$ cat config.mk
export PLATFORM = sky130hd
export DESIGN_NAME = lns_ctrl
export DESIGN_NICKNAME = d
export VERILOG_FILES = /design/src/sv/lns_pkg.sv /design/src/sv/lns_ctrl.sv
export SDC_FILE = /design/constraint.sdc
export NUM_CORES = 1
export LEC_CHECK = 0
export BUFFER_PORTS_ARGS = -buffer_cell sky130_fd_sc_hd__buf_2
export CORE_AREA = 2 2 39 41
export DETAILED_ROUTE_END_ITERATION = 16
export DIE_AREA = 0 0 41 43
export PLACE_DENSITY = 0.57
export REMOVE_ABC_BUFFERS = 1
export SLEW_MARGIN = 25
export SYNTH_ARGS = -nofsm -noshare
export SYNTH_HDL_FRONTEND = slang
export SYNTH_SLANG_ARGS = --single-unit
export TNS_END_PERCENT = 10
$ cat constraint.sdc
create_clock -name clk_i -period 1.8 [get_ports clk_i]
set_input_delay 0.09 -clock clk_i [delete_from_list [all_inputs] [get_ports clk_i]]
set_output_delay 0.09 -clock clk_i [all_outputs]
set_load 0.005 [all_outputs]
$ cat src/sv/lns_pkg.sv
`timescale 1ns / 1ps
// ----------------------------------------------------------------------------
// lns_pkg: shared types and constants of the letterbox scaler
// Size widths, register indexes, divider operand selects and the
// controller-to-datapath command and status words.
// ----------------------------------------------------------------------------
package lns_pkg;

  localparam int SIZE_W  = 13;
  localparam int PROD_W  = 2 * SIZE_W;
  localparam int SRC_W   = PROD_W + 1;
  localparam int PIX_W   = 24;
  localparam int INDEX_W = 16;
  localparam int REG_W   = 2;

  localparam logic [REG_W-1:0] REG_SCREEN_W = 2'd0;
  localparam logic [REG_W-1:0] REG_SCREEN_H = 2'd1;
  localparam logic [REG_W-1:0] REG_IMAGE_W  = 2'd2;
  localparam logic [REG_W-1:0] REG_IMAGE_H  = 2'd3;

  localparam logic [SIZE_W-1:0] RST_SCREEN_W = 13'd800;
  localparam logic [SIZE_W-1:0] RST_SCREEN_H = 13'd480;
  localparam logic [SIZE_W-1:0] RST_IMAGE_W  = 13'd256;
  localparam logic [SIZE_W-1:0] RST_IMAGE_H  = 13'd256;

  localparam logic CMD_STORE = 1'b0;
  localparam logic CMD_READ  = 1'b1;

  typedef enum logic [1:0] {
    DIV_EXT,
    DIV_SX,
    DIV_SY
  } div_sel_e;

  typedef struct packed {
    logic     load;
    logic     prod;
    logic     frac;
    logic     div_start;
    div_sel_e div_sel;
    logic     ext_latch;
    logic     offs;
    logic     chk;
    logic     sx_latch;
    logic     sy_latch;
    logic     addr;
    logic     rd;
  } dp_cmd_t;

  typedef struct packed {
    logic is_store;
    logic size_zero;
    logic div_done;
    logic hit;
  } dp_stat_t;

  function automatic logic [PIX_W-1:0] swap_outer(input logic [PIX_W-1:0] v);
    return {v[7:0], v[15:8], v[23:16]};
  endfunction

endpackage

$ cat src/sv/lns_ctrl.sv
`timescale 1ns / 1ps
// ----------------------------------------------------------------------------
// lns_ctrl: sequencing state machine
// Steps the datapath through products, scale choice, up to three divisions,
// address and store read, and strobes the result word.
// ----------------------------------------------------------------------------
module lns_ctrl (
  input  logic              clk_i,
  input  logic              rst_ni,
  input  logic              start_i,
  input  lns_pkg::dp_stat_t stat_i,
  output lns_pkg::dp_cmd_t  cmd_o,
  output logic              busy_o,
  output logic              valid_o
);
  import lns_pkg::*;

  localparam logic [3:0] S_IDLE   = 4'd0;
  localparam logic [3:0] S_PROD   = 4'd1;
  localparam logic [3:0] S_FRAC   = 4'd2;
  localparam logic [3:0] S_EXT_GO = 4'd3;
  localparam logic [3:0] S_EXT_W  = 4'd4;
  localparam logic [3:0] S_OFS    = 4'd5;
  localparam logic [3:0] S_CHK    = 4'd6;
  localparam logic [3:0] S_SX_GO  = 4'd7;
  localparam logic [3:0] S_SX_W   = 4'd8;
  localparam logic [3:0] S_SY_GO  = 4'd9;
  localparam logic [3:0] S_SY_W   = 4'd10;
  localparam logic [3:0] S_ADDR   = 4'd11;
  localparam logic [3:0] S_RD     = 4'd12;
  localparam logic [3:0] S_DONE   = 4'd13;

  logic [3:0] state_q, state_d;

  always_comb begin
    state_d = state_q;
    cmd_o   = '0;
    cmd_o.div_sel = DIV_EXT;
    unique case (state_q)
      S_IDLE: begin
        if (start_i) begin
          cmd_o.load = 1'b1;
          state_d    = S_PROD;
        end
      end
      S_PROD: begin
        cmd_o.prod = 1'b1;
        state_d    = stat_i.is_store ? S_DONE : (stat_i.size_zero ? S_DONE : S_FRAC);
      end
      S_FRAC: begin
        cmd_o.frac = 1'b1;
        state_d    = S_EXT_GO;
      end
      S_EXT_GO: begin
        cmd_o.div_start = 1'b1;
        state_d         = S_EXT_W;
      end
      S_EXT_W: begin
        if (stat_i.div_done) begin
          cmd_o.ext_latch = 1'b1;
          state_d         = S_OFS;
        end
      end
      S_OFS: begin
        cmd_o.offs = 1'b1;
        state_d    = S_CHK;
      end
      S_CHK: begin
        cmd_o.chk = 1'b1;
        state_d   = S_SX_GO;
      end
      S_SX_GO: begin
        cmd_o.div_sel = DIV_SX;
        if (stat_i.hit) begin
          cmd_o.div_start = 1'b1;
          state_d         = S_SX_W;
        end else begin
          state_d = S_DONE;
        end
      end
      S_SX_W: begin
        cmd_o.div_sel = DIV_SX;
        if (stat_i.div_done) begin
          cmd_o.sx_latch = 1'b1;
          state_d        = S_SY_GO;
        end
      end
      S_SY_GO: begin
        cmd_o.div_sel   = DIV_SY;
        cmd_o.div_start = 1'b1;
        state_d         = S_SY_W;
      end
      S_SY_W: begin
        cmd_o.div_sel = DIV_SY;
        if (stat_i.div_done) begin
          cmd_o.sy_latch = 1'b1;
          state_d        = S_ADDR;
        end
      end
      S_ADDR: begin
        cmd_o.addr = 1'b1;
        state_d    = S_RD;
      end
      S_RD: begin
        cmd_o.rd = 1'b1;
        state_d  = S_DONE;
      end
      S_DONE: begin
        state_d = S_IDLE;
      end
      default: begin
        state_d = S_IDLE;
      end
    endcase
  end

  always_ff @(posedge clk_i or negedge rst_ni) begin
    if (!rst_ni) begin
      state_q <= S_IDLE;
    end else begin
      state_q <= state_d;
    end
  end

  assign busy_o  = state_q != S_IDLE;
  assign valid_o = state_q == S_DONE;

  a_accept_busy: assert property (@(posedge clk_i) disable iff (!rst_ni)
    start_i && !busy_o |=> busy_o)
    else $error("accepted word did not raise busy");

  a_result_once: assert property (@(posedge clk_i) disable iff (!rst_ni)
    valid_o |=> !valid_o && !busy_o)
    else $error("result strobe longer than one cycle");

  a_div_done_waited: assert property (@(posedge clk_i) disable iff (!rst_ni)
    stat_i.div_done |-> (state_q == S_EXT_W || state_q == S_SX_W || state_q == S_SY_W))
    else $error("divider finished outside a wait state");

  a_div_start_clean: assert property (@(posedge clk_i) disable iff (!rst_ni)
    cmd_o.div_start |=> !stat_i.div_done)
    else $error("divider done right after start");

endmodule

Word-level counts from Yosys, hierarchy flattened
Index checks and enable logic that the tools add are counted.
{ "op_classes": {"muxes": 23, "eq_ne": 17, "n_reduce_logical": 6} }
{ "ops": {"columns": ["operator", "count"], "rows": [
  ["case mux 4 bit (13 select lines)", 1],
  ["equality test 4 bit, second input constant", 6],
  ["2-to-1 mux 4 bit", 6],
  ["equality test 4 x 3 -> 1 bit, second input constant", 4],
  ["2-to-1 mux 1 bit", 13],
  ["equality test 4 x 2 -> 1 bit, second input constant", 2],
  ["inequality test 2 bit, second input constant", 4],
  ["OR reduction 2 bit", 3],
  ["equality test 4 x 1 -> 1 bit, second input constant", 1],
  ["zero test 4 bit", 1],
  ["case mux 2 bit (2 select lines)", 1],
  ["AND reduction 4 bit", 1],
  ["nonzero test 4 bit", 1],
  ["2-to-1 mux 3 bit", 1],
  ["case mux 1 bit (2 select lines)", 1]
]} }
{ "word_totals": {"ff_bits": 4, "wordCells": 47, "output_inout_bits": 15, "inputBits": 7} }

Longest topological paths before layout
Gate-level depths: netlist (run 1).
{ "logic_depth": {"depth_word": 3, "ltp_mapped": 5, "mapped_depth_nobuf": 3} }

Worst setup path before layout (run 1)
Ideal clock, no wire load.
{ "synth_timing": {"path_type": "reg2reg", "from": "reg state_q[2]", "to": "reg state_q[0]", "slack_ps": 465, "path_buffers": 1, "t_required_ps": 1679, "arrival_ps": 1214, "setup_ps": 121, "path_stages_with_launch": 5, "synth_period_minus_slack_ps": 1335, "cell_sequence": "dfrtp_1 > buf_6 > mux2_4 > o32a_1 > o22a_1"} }
{ "synth_via": {"elab_chain_len": 3, "elab_cells_between_ends": 19, "cone_classes": "eq/ne (16); mux (1); reduce/logical (2)"} }
{ "synth_lines": {"columns": ["item", "line", "rtl"], "rows": [
  ["start, declared", "lns_ctrl.sv:33", "logic [3:0] state_q, state_d;"],
  ["start signal, assigned", "lns_ctrl.sv:121", "state_q <= state_d;"],
  ["equality test 4 x 3 -> 1 bit, or another cell as far along", "lns_ctrl.sv:39", "unique case (state_q)"],
  ["inequality test 2 bit (no source line)", null, null],
  ["AND reduction 4 bit (no source line)", null, null]
]} }
Parallel ways exist; a longest one is shown, timed or not.
A chain may end at the register's enable or synchronous reset.

==> impl_metrics.toml, run 1 <==
[outcome]
status = "completed"

[logic_synthesis]
yosysSeqAreaShare = 0.241
synth.distinct_cells = 29
synthCells = 57
ys_top_cells_by_area = "dfrtp_1, nor2_1, nand2_1"
yosysWarnings = 0
syn_area_per_cell_um2 = 7.29
synth_largest_area_cell = "dfrtp_1"
synth.ff_latch_count = 4
synth_top_area_share = 0.241
netlist_area_um2 = 415

[power]
max-vdd-ir-drop_uv = 554
p_switching_mw = 0.445
powerDensity_mw_per_mm2 = 1720
power.total_mw = 0.950
p_leak_nw = 0.283
power_frac_clock = 0.116
p_comb_frac = 0.570
sw_frac_of_total = 0.469
intPower_mw = 0.504
seq_power_share = 0.314

[clocking]
cts_sinks = 4
cts_max_path_buffers = 2
cts_tree = "built"
cts_made_buffers = 3
cts.clk_slew.worst_paths_ns = 0.04
htreeDepth = 1
cts_root_buf = "clkbuf_4"
insertion_delay_ns = 0.23

[route]
detail_route.wirelength_um = 1080
vias_per_cell = 5.29
drt_iter0_drc = 13
drtPass1Iterations = 4
drtAntennaViolNets = 0
num_vias = 497
remaining_drc_errors = 0
wire_per_inst_um = 11.5

[setup_path]
crit_buf_inv = 1
crit_fanout = 15
critPathMaxStageDelay_ns = 0.53
rr_endpoint = "state_q[0]"
r2r_slack_ns = 0.35
cp_slowest_cell = "dfrtp_1"
startpoint_type = "register"
path_delay_family = "flip-flops"
rr_worst_depth = 3
worstReg2RegStart = "state_q[2]"
critPathKind = "register to output port"
cp_data_required_time_ns = 1.71
end_kind = "output port"
crit_arrival_ns = 1.38
path_cells = "or2_1 > o22ai_1 > buf_2"

[timing]
rsz0062_at_grt = "no"
tns_ns = 0
tightest_slew_ns = 0.474
drv_slew = 0
finClkSkew_ns = 0.00632
final.period_utilization = 0.818
min_period_ns = 1.47
slew-limit-headroom = 0.684
final_hold_viol_count = 0
fmax_mhz = 679
setup_violations = 0

[floorplan]
die_h_um = 43
die_w_um = 41
row_count = 14
die_area_mm2 = 0.00176
start_util = 0.300
core_area_mm2 = 0.00138
pin_count = 22

[cells_and_area]
reg_top3 = "state_q: 4 flops"
diodes = 0
drive_above_1_share = 0.346
largest_register_ffs = 4
area_growth_pct = 33.1
top_register = "state_q"
layout_common_cells = "buf_2, nor2_1, nand2_1"
layout_commonest_cell = "buf_2"
final_nets = 87

[global_route]
grt.total_usage = 0.146
antenna_found_initial = 0
grt_max_degree = 17
overflow = 0
grt_pass1_wl_um = 1740
grt_pass1_vias = 416

[placed_design]
io_buffers = 21
gp_congestion = 0.718
hpwl_um = 780

[run]
drv_cap = 0

[min_path]
hp-class = "input pin to asynchronous set/reset pin"
how the worst max path moves through the flow:
| stage | slack, ns | end | cells after the start | start |
|---|---|---|---|---|
| 3_3_place_gp | 0.39 | state_q[0] | 3 | state_q[2] |
| 2_1_floorplan | 0.33 | state_q[0] | 3 | state_q[2] |
| 5_1_grt | 0.24 | cmd_o[7] | 3 | state_q[1] |
| 6_report | 0.33 | cmd_o[7] | 3 | state_q[1] |
| 4_1_cts | 0.33 | cmd_o[7] | 3 | state_q[1] |
| 3_5_place_dp | 0.37 | state_q[0] | 3 | state_q[2] |
cells in the mapped netlist (all sizes together):
master,n
o32a,1
a32oi,1
nand3,1
buf,2
clkbuf,3
mux2,1
o31ai,1
nor4,1
nand2,7
a22o,1
and3,1
nand3b,3
nand2b,5
o22ai,1
and2b,1
or2,1
inv,1
a21boi,1
a21oi,1
a32o,1
o211a,1
nor3,3
dfrtp,4
o22a,1
o21bai,1
o31a,1
nor2,11
kinds of logic (layout without fill, tap and decap cells):
family	Yosys count	count (layout)	share of synthesized area
AO/OA/AOI/OAI	12	12	0.238
AND/OR/NAND/NOR	34	34	0.410
flip-flops	4	4	0.241
multiplexers	1	1	0.0361
buffers and inverters	6	27	0.0753
per-layer routing:
| metal | GRT usage | share of wire | routed length, um |
|---|---|---|---|
| met1 | 0.162 | 0.43 | 468 |
| met2 | 0.228 | 0.49 | 528 |
| met3 | 0.0366 | 0.062 | 67 |
| met4 | 0.100 | 0.013 | 14 |
| met5 | 0 | 0 | 0 |
per-stage QoR:
stage / setup WS, ns / area [um^2] / utilization / instances / hold slack, ns
3_3_place_gp: 0.387 / 520 / 0.376 / 90 / -0.0980
3_5_place_dp: 0.368 / 520 / 0.376 / 90 / -0.0974
5_1_grt: 0.236 / 553 / 0.400 / 94 / 0.210
4_1_cts: 0.327 / 553 / 0.400 / 94 / 0.185
2_1_floorplan: 0.330 / 388 / - / 52 / -0.206
6_report: 0.328 / 553 / 0.400 / 94 / 0.201
power groups by stage:
stage / combinational [mW] / clock, mW / sequential, mW
6_report: 0.541 / 0.111 / 0.298
5_1_grt: 0.615 / 0.125 / 0.318
4_1_cts: 0.550 / 0.116 / 0.294
3_5_place_dp: 0.546 / 0 / 0.298
3_3_place_gp: 0.544 / 0 / 0.291
2_1_floorplan: 0.372 / 0 / 0.266
repair_timing:
item / CTS / global route
hold buffers: 1 / 0
gates resized for setup: 0 / 0
setup buffers: 0 / 0
endpoints found under the setup margin: 0 / 0
endpoints found under the hold margin: 4 / 0
worst reg2reg max path, delay by kind of cell (launching register included):
family / cells / cell delay, ns
compound gates: 2 / 0.47
flops: 1 / 0.54
mux: 1 / 0.33
final cells by class:
type / instances / area (um^2)
multi-input combinational: 47 / 284
tap: 16 / 20.0
fill: 161 / 831
clock buffer: 3 / 22.5
sequential: 4 / 100
inverter: 1 / 3.75
timing repair buffer: 23 / 123
Power figures use the tool's default switching activity.
==> run 2: changes to the inputs <==
- clock period: 1.8 -> 1.48 ns (I/O delays scaled with it)
==> impl_metrics.toml, run 2 (synthesis gave the netlist of run 1 again) <==
[outcome]
status = "completed"

[route]
drtPass1Iterations = 4
remaining_drc_errors = 0
detail_route.wirelength_um = 1170
vias_per_cell = 5.26
drtAntennaViolNets = 0
wire_per_inst_um = 12.1
drt_iter0_drc = 11
num_vias = 510

[timing]
setup_violations = 0
slew-limit-headroom = 0.802
final.period_utilization = 0.930
tightest_slew_ns = 0.295
rsz0062_at_grt = "no"
tns_ns = 0
final_hold_viol_count = 0
min_period_ns = 1.38
drv_slew = 0
fmax_mhz = 726
finClkSkew_ns = 0.00104

[floorplan]
start_util = 0.300
die_area_mm2 = 0.00176
die_h_um = 43
die_w_um = 41
core_area_mm2 = 0.00138
pin_count = 22
row_count = 14

[setup_path]
crit_buf_inv = 2
critPathMaxStageDelay_ns = 0.46
critPathKind = "register to output port"
path_depth = 4
path_cells = "nand2b_1 > buf_4 > nor3_1 > buf_2"
rr_worst_depth = 3
cp_slowest_cell = "dfrtp_1"
cp_data_required_time_ns = 1.41
crit_arrival_ns = 1.30
crit_fanout = 8
startpoint_type = "register"
path_delay_family = "flip-flops"
end_kind = "output port"

[global_route]
grt_pass1_vias = 409
overflow = 0
grt_max_degree = 17
grt.total_usage = 0.142
grt_pass1_wl_um = 1640
antenna_found_initial = 0

[clocking]
cts_made_buffers = 3
cts.clk_slew.worst_paths_ns = 0.04
htreeDepth = 1
insertion_delay_ns = 0.24
cts_root_buf = "clkbuf_4"
cts_tree = "built"
cts_max_path_buffers = 2
cts_sinks = 4
postCtsSetupBuffers = 0

[cells_and_area]
area_growth_pct = 40.4
reg_top3 = "state_q: 4 flops"
final_area_um2 = 583
layout_common_cells = "buf_2, nor2_1, nand2_1"
final_nets = 90
diodes = 0
largest_register_ffs = 4
top_register = "state_q"
layout_commonest_cell = "buf_2"
drive_above_1_share = 0.395

[placed_design]
hpwl_um = 817
io_buffers = 21
dpl-instance-area_um2 = 543
gp_congestion = 0.705

[power]
p_switching_mw = 0.578
p_leak_nw = 0.299
intPower_mw = 0.683
max-vdd-ir-drop_uv = 762
sw_frac_of_total = 0.458
powerDensity_mw_per_mm2 = 2160
p_comb_frac = 0.627
power_frac_clock = 0.112
seq_power_share = 0.260

[min_path]
hp-class = "input pin to asynchronous set/reset pin"

[run]
drv_cap = 0
==> run 2: power by group through the flow <==
| stage | logic (mW) | clock network, mW | registers (mW) |
|---|---|---|---|
| global placement | 0.769 | 0 | 0.307 |
| floorplan | 0.453 | 0 | 0.323 |
| CTS | 0.782 | 0.144 | 0.314 |
| finish | 0.791 | 0.142 | 0.329 |
| detailed placement | 0.777 | 0 | 0.312 |
| global route | 0.889 | 0.151 | 0.342 |
==> run 2: worst paths after layout <==
kind	from	to	slack (ns)
worst max-delay path	state_q[1]	cmd_o[11]	0.10
min in group clk_i	stat_i[0]	state_q[2]	0.20
worst min register to register	state_q[0]	state_q[0]	0.67
worst min-delay path	rst_ni	state_q[2]	0.17
worst max register to register	state_q[2]	state_q[0]	0.20
max in group asynchronous	rst_ni	state_q[3]	1.17
==> run 2: repair_timing <==
| item | 4_1_cts | 5_1_grt |
|---|---|---|
| hold buffers | 1 | 0 |
| endpoints found under the hold margin | 4 | 0 |
| setup endpoints to repair | 0 | 6 |
| gates resized for setup | 0 | 3 |
==> run 2: cell type report <==
class,instances,area (um^2)
clock buffer,3,22.5
inverter,1,3.75
fill,143,801
sequential,4,103
multi-input combinational,47,289
tap,16,20.0
timing repair buffer,26,145
==> run 2: per-layer routing <==
| metal | vias up | track usage | share of wire |
|---|---|---|---|
| met4 | 0 | 0.120 | 0.012 |
| met1 | 236 | 0.152 | 0.45 |
| met3 | 2 | 0.0157 | 0.055 |
| met5 | - | 0 | 0 |
| met2 | 20 | 0.228 | 0.48 |
| li1 | 252 | - | - |
==> run 2: per-stage QoR <==
step / setup WS, ns / utilization / hold WS [ns] / instances / power (mW)
2_1_floorplan: 0.0105 / - / -0.222 / 52 / 0.776
3_3_place_gp: 0.207 / 0.392 / -0.111 / 93 / 1.08
4_1_cts: 0.0242 / 0.416 / 0.173 / 97 / 1.24
5_1_grt: 0.0159 / 0.421 / 0.199 / 97 / 1.38
3_5_place_dp: 0.172 / 0.392 / -0.113 / 93 / 1.09
6_report: 0.103 / 0.421 / 0.174 / 97 / 1.26
==> run 3: changes to the inputs <==
- CELL_PAD_IN_SITES_DETAIL_PLACEMENT: default -> 1
- CELL_PAD_IN_SITES_GLOBAL_PLACEMENT: default -> 1
- CORE_AREA: 2 2 39 41 -> default
- CORE_MARGIN: default -> 2
- CORE_UTILIZATION: default -> 28
- DIE_AREA: 0 0 41 43 -> default
- PLACE_DENSITY: 0.57 -> 0.72
==> impl_metrics.toml, run 3 (synthesis gave the netlist of run 1 again) <==
[cells_and_area]
multiInputGateArea_um2 = 298
largest_register_ffs = 4
reg_top3 = "state_q: 4 flops"
layout_commonest_cell = "buf_2"
area_growth_pct = 41.9
top_register = "state_q"
final_area_um2 = 589
utilization = 0.437
drive_above_1_share = 0.407
layout_common_cells = "buf_2, nor2_1, nand2_1"
ff_latch_area_um2 = 101
instances_no_fill = 96
n_fill_cell = 192
diodes = 0
final_nets = 90

[route]
remaining_drc_errors = 0
wire_per_inst_um = 13.5
vias_per_cell = 5.16
drt_iter0_drc = 9
detail_route.wirelength_um = 1300
num_vias = 495
drtAntennaViolNets = 0
drtPass1Iterations = 4

[clocking]
cts.clk_slew.worst_paths_ns = 0.04
cts_made_buffers = 3
insertion_delay_ns = 0.23
postCtsSetupBuffers = 0
cts_sinks = 4
cts_root_buf = "clkbuf_4"
htreeDepth = 1
cts_tree = "built"
cts_max_path_buffers = 2

[floorplan]
row_count = 13
die_h_um = 42.5
die_w_um = 42.5
die_area_mm2 = 0.00181
core_area_mm2 = 0.00135
pin_count = 22
start_util = 0.308

[placed_design]
dpl-instance-area_um2 = 542
gp_congestion = 0.735
io_buffers = 21
dp_slack_ns = 0.172
dp_cells = 92
hpwl_um = 995

[global_route]
grt.total_usage = 0.154
grt_max_degree = 17
antenna_found_initial = 0
grt_pass1_vias = 466
overflow = 0
grt_pass1_wl_um = 2130

[setup_path]
critPathKind = "register to output port"
crit_arrival_ns = 1.28
crit_fanout = 16
cp_data_required_time_ns = 1.41
startpoint_type = "register"
rr_worst_depth = 3
end_kind = "output port"

[power]
max-vdd-ir-drop_uv = 788
p_leak_nw = 0.301
power.total_mw = 1.28
powerDensity_mw_per_mm2 = 2180

[timing]
final.period_utilization = 0.913
drv_slew = 0
slew-limit-headroom = 0.791
worst_slack_ns = 0.129
setup_violations = 0
rsz0062_at_grt = "no"
min_period_ns = 1.35
finClkSkew_ns = 0.000170
final_hold_viol_count = 0
holdWs_ns = 0.203
fmax_mhz = 740
tns_ns = 0
tightest_slew_ns = 0.312

[run]
drv_cap = 0

[min_path]
hp-class = "input pin to asynchronous set/reset pin"

[outcome]
status = "completed"
[run 3: cell count changes in the layout (fill, tap and decap cells not counted)]
cell and change:
a21oi_2 +1, a21oi_1 -1, dfrtp_1 +1, nor3_2 +1, nor3_1 -1, dfrtp_2 -1
[run 3: worst paths after layout]
check	endpoint	start	slack [ns]
hold / removal	state_q[2]	rst_ni	0.20
setup reg to reg	state_q[0]	state_q[2]	0.18
hold reg to reg	state_q[1]	state_q[1]	0.70
setup / recovery	cmd_o[7]	state_q[3]	0.13
min in group clk_i	state_q[2]	stat_i[0]	0.21
max in group asynchronous	state_q[3]	rst_ni	1.14
[run 3: power by group]
| group | switching, mW | internal (mW) | total (mW) |
|---|---|---|---|
| clock | 0.0503 | 0.0911 | 0.141 |
| combinational | 0.416 | 0.422 | 0.838 |
| sequential | 0.133 | 0.171 | 0.304 |
| total | 0.599 | 0.685 | 1.28 |
[run 3: routing by layer]
metal	wire (um)	GRT usage	vias up
met4	19	0.0938	0
met5	0	0	-
met1	569	0.191	226
met2	640	0.262	16
li1	-	-	251
met3	66	0.00431	2
[run 3: final cells by class]
| class | count | share of cell area |
|---|---|---|
| Clock buffer | 3 | 0.0382 |
| Inverter | 1 | 0.00637 |
| Multi-Input combinational cell | 47 | 0.505 |
| Sequential cell | 4 | 0.172 |
| Tap cell | 15 | 0.0318 |
| Timing Repair Buffer | 26 | 0.246 |
[run 3: timing repair]
item / in CTS / in global routing
gates resized for setup: 0 / 4
setup endpoints to repair: 0 / 5
hold endpoints to repair: 4 / 0
hold buffers: 1 / 0
[run 3: worst max-delay path, stage by stage (launching register included)]
cell and delay [ns]:
dfrtp_2 0.51, nand2b_1 0.25, o22ai_1 0.16, buf_2 0.13
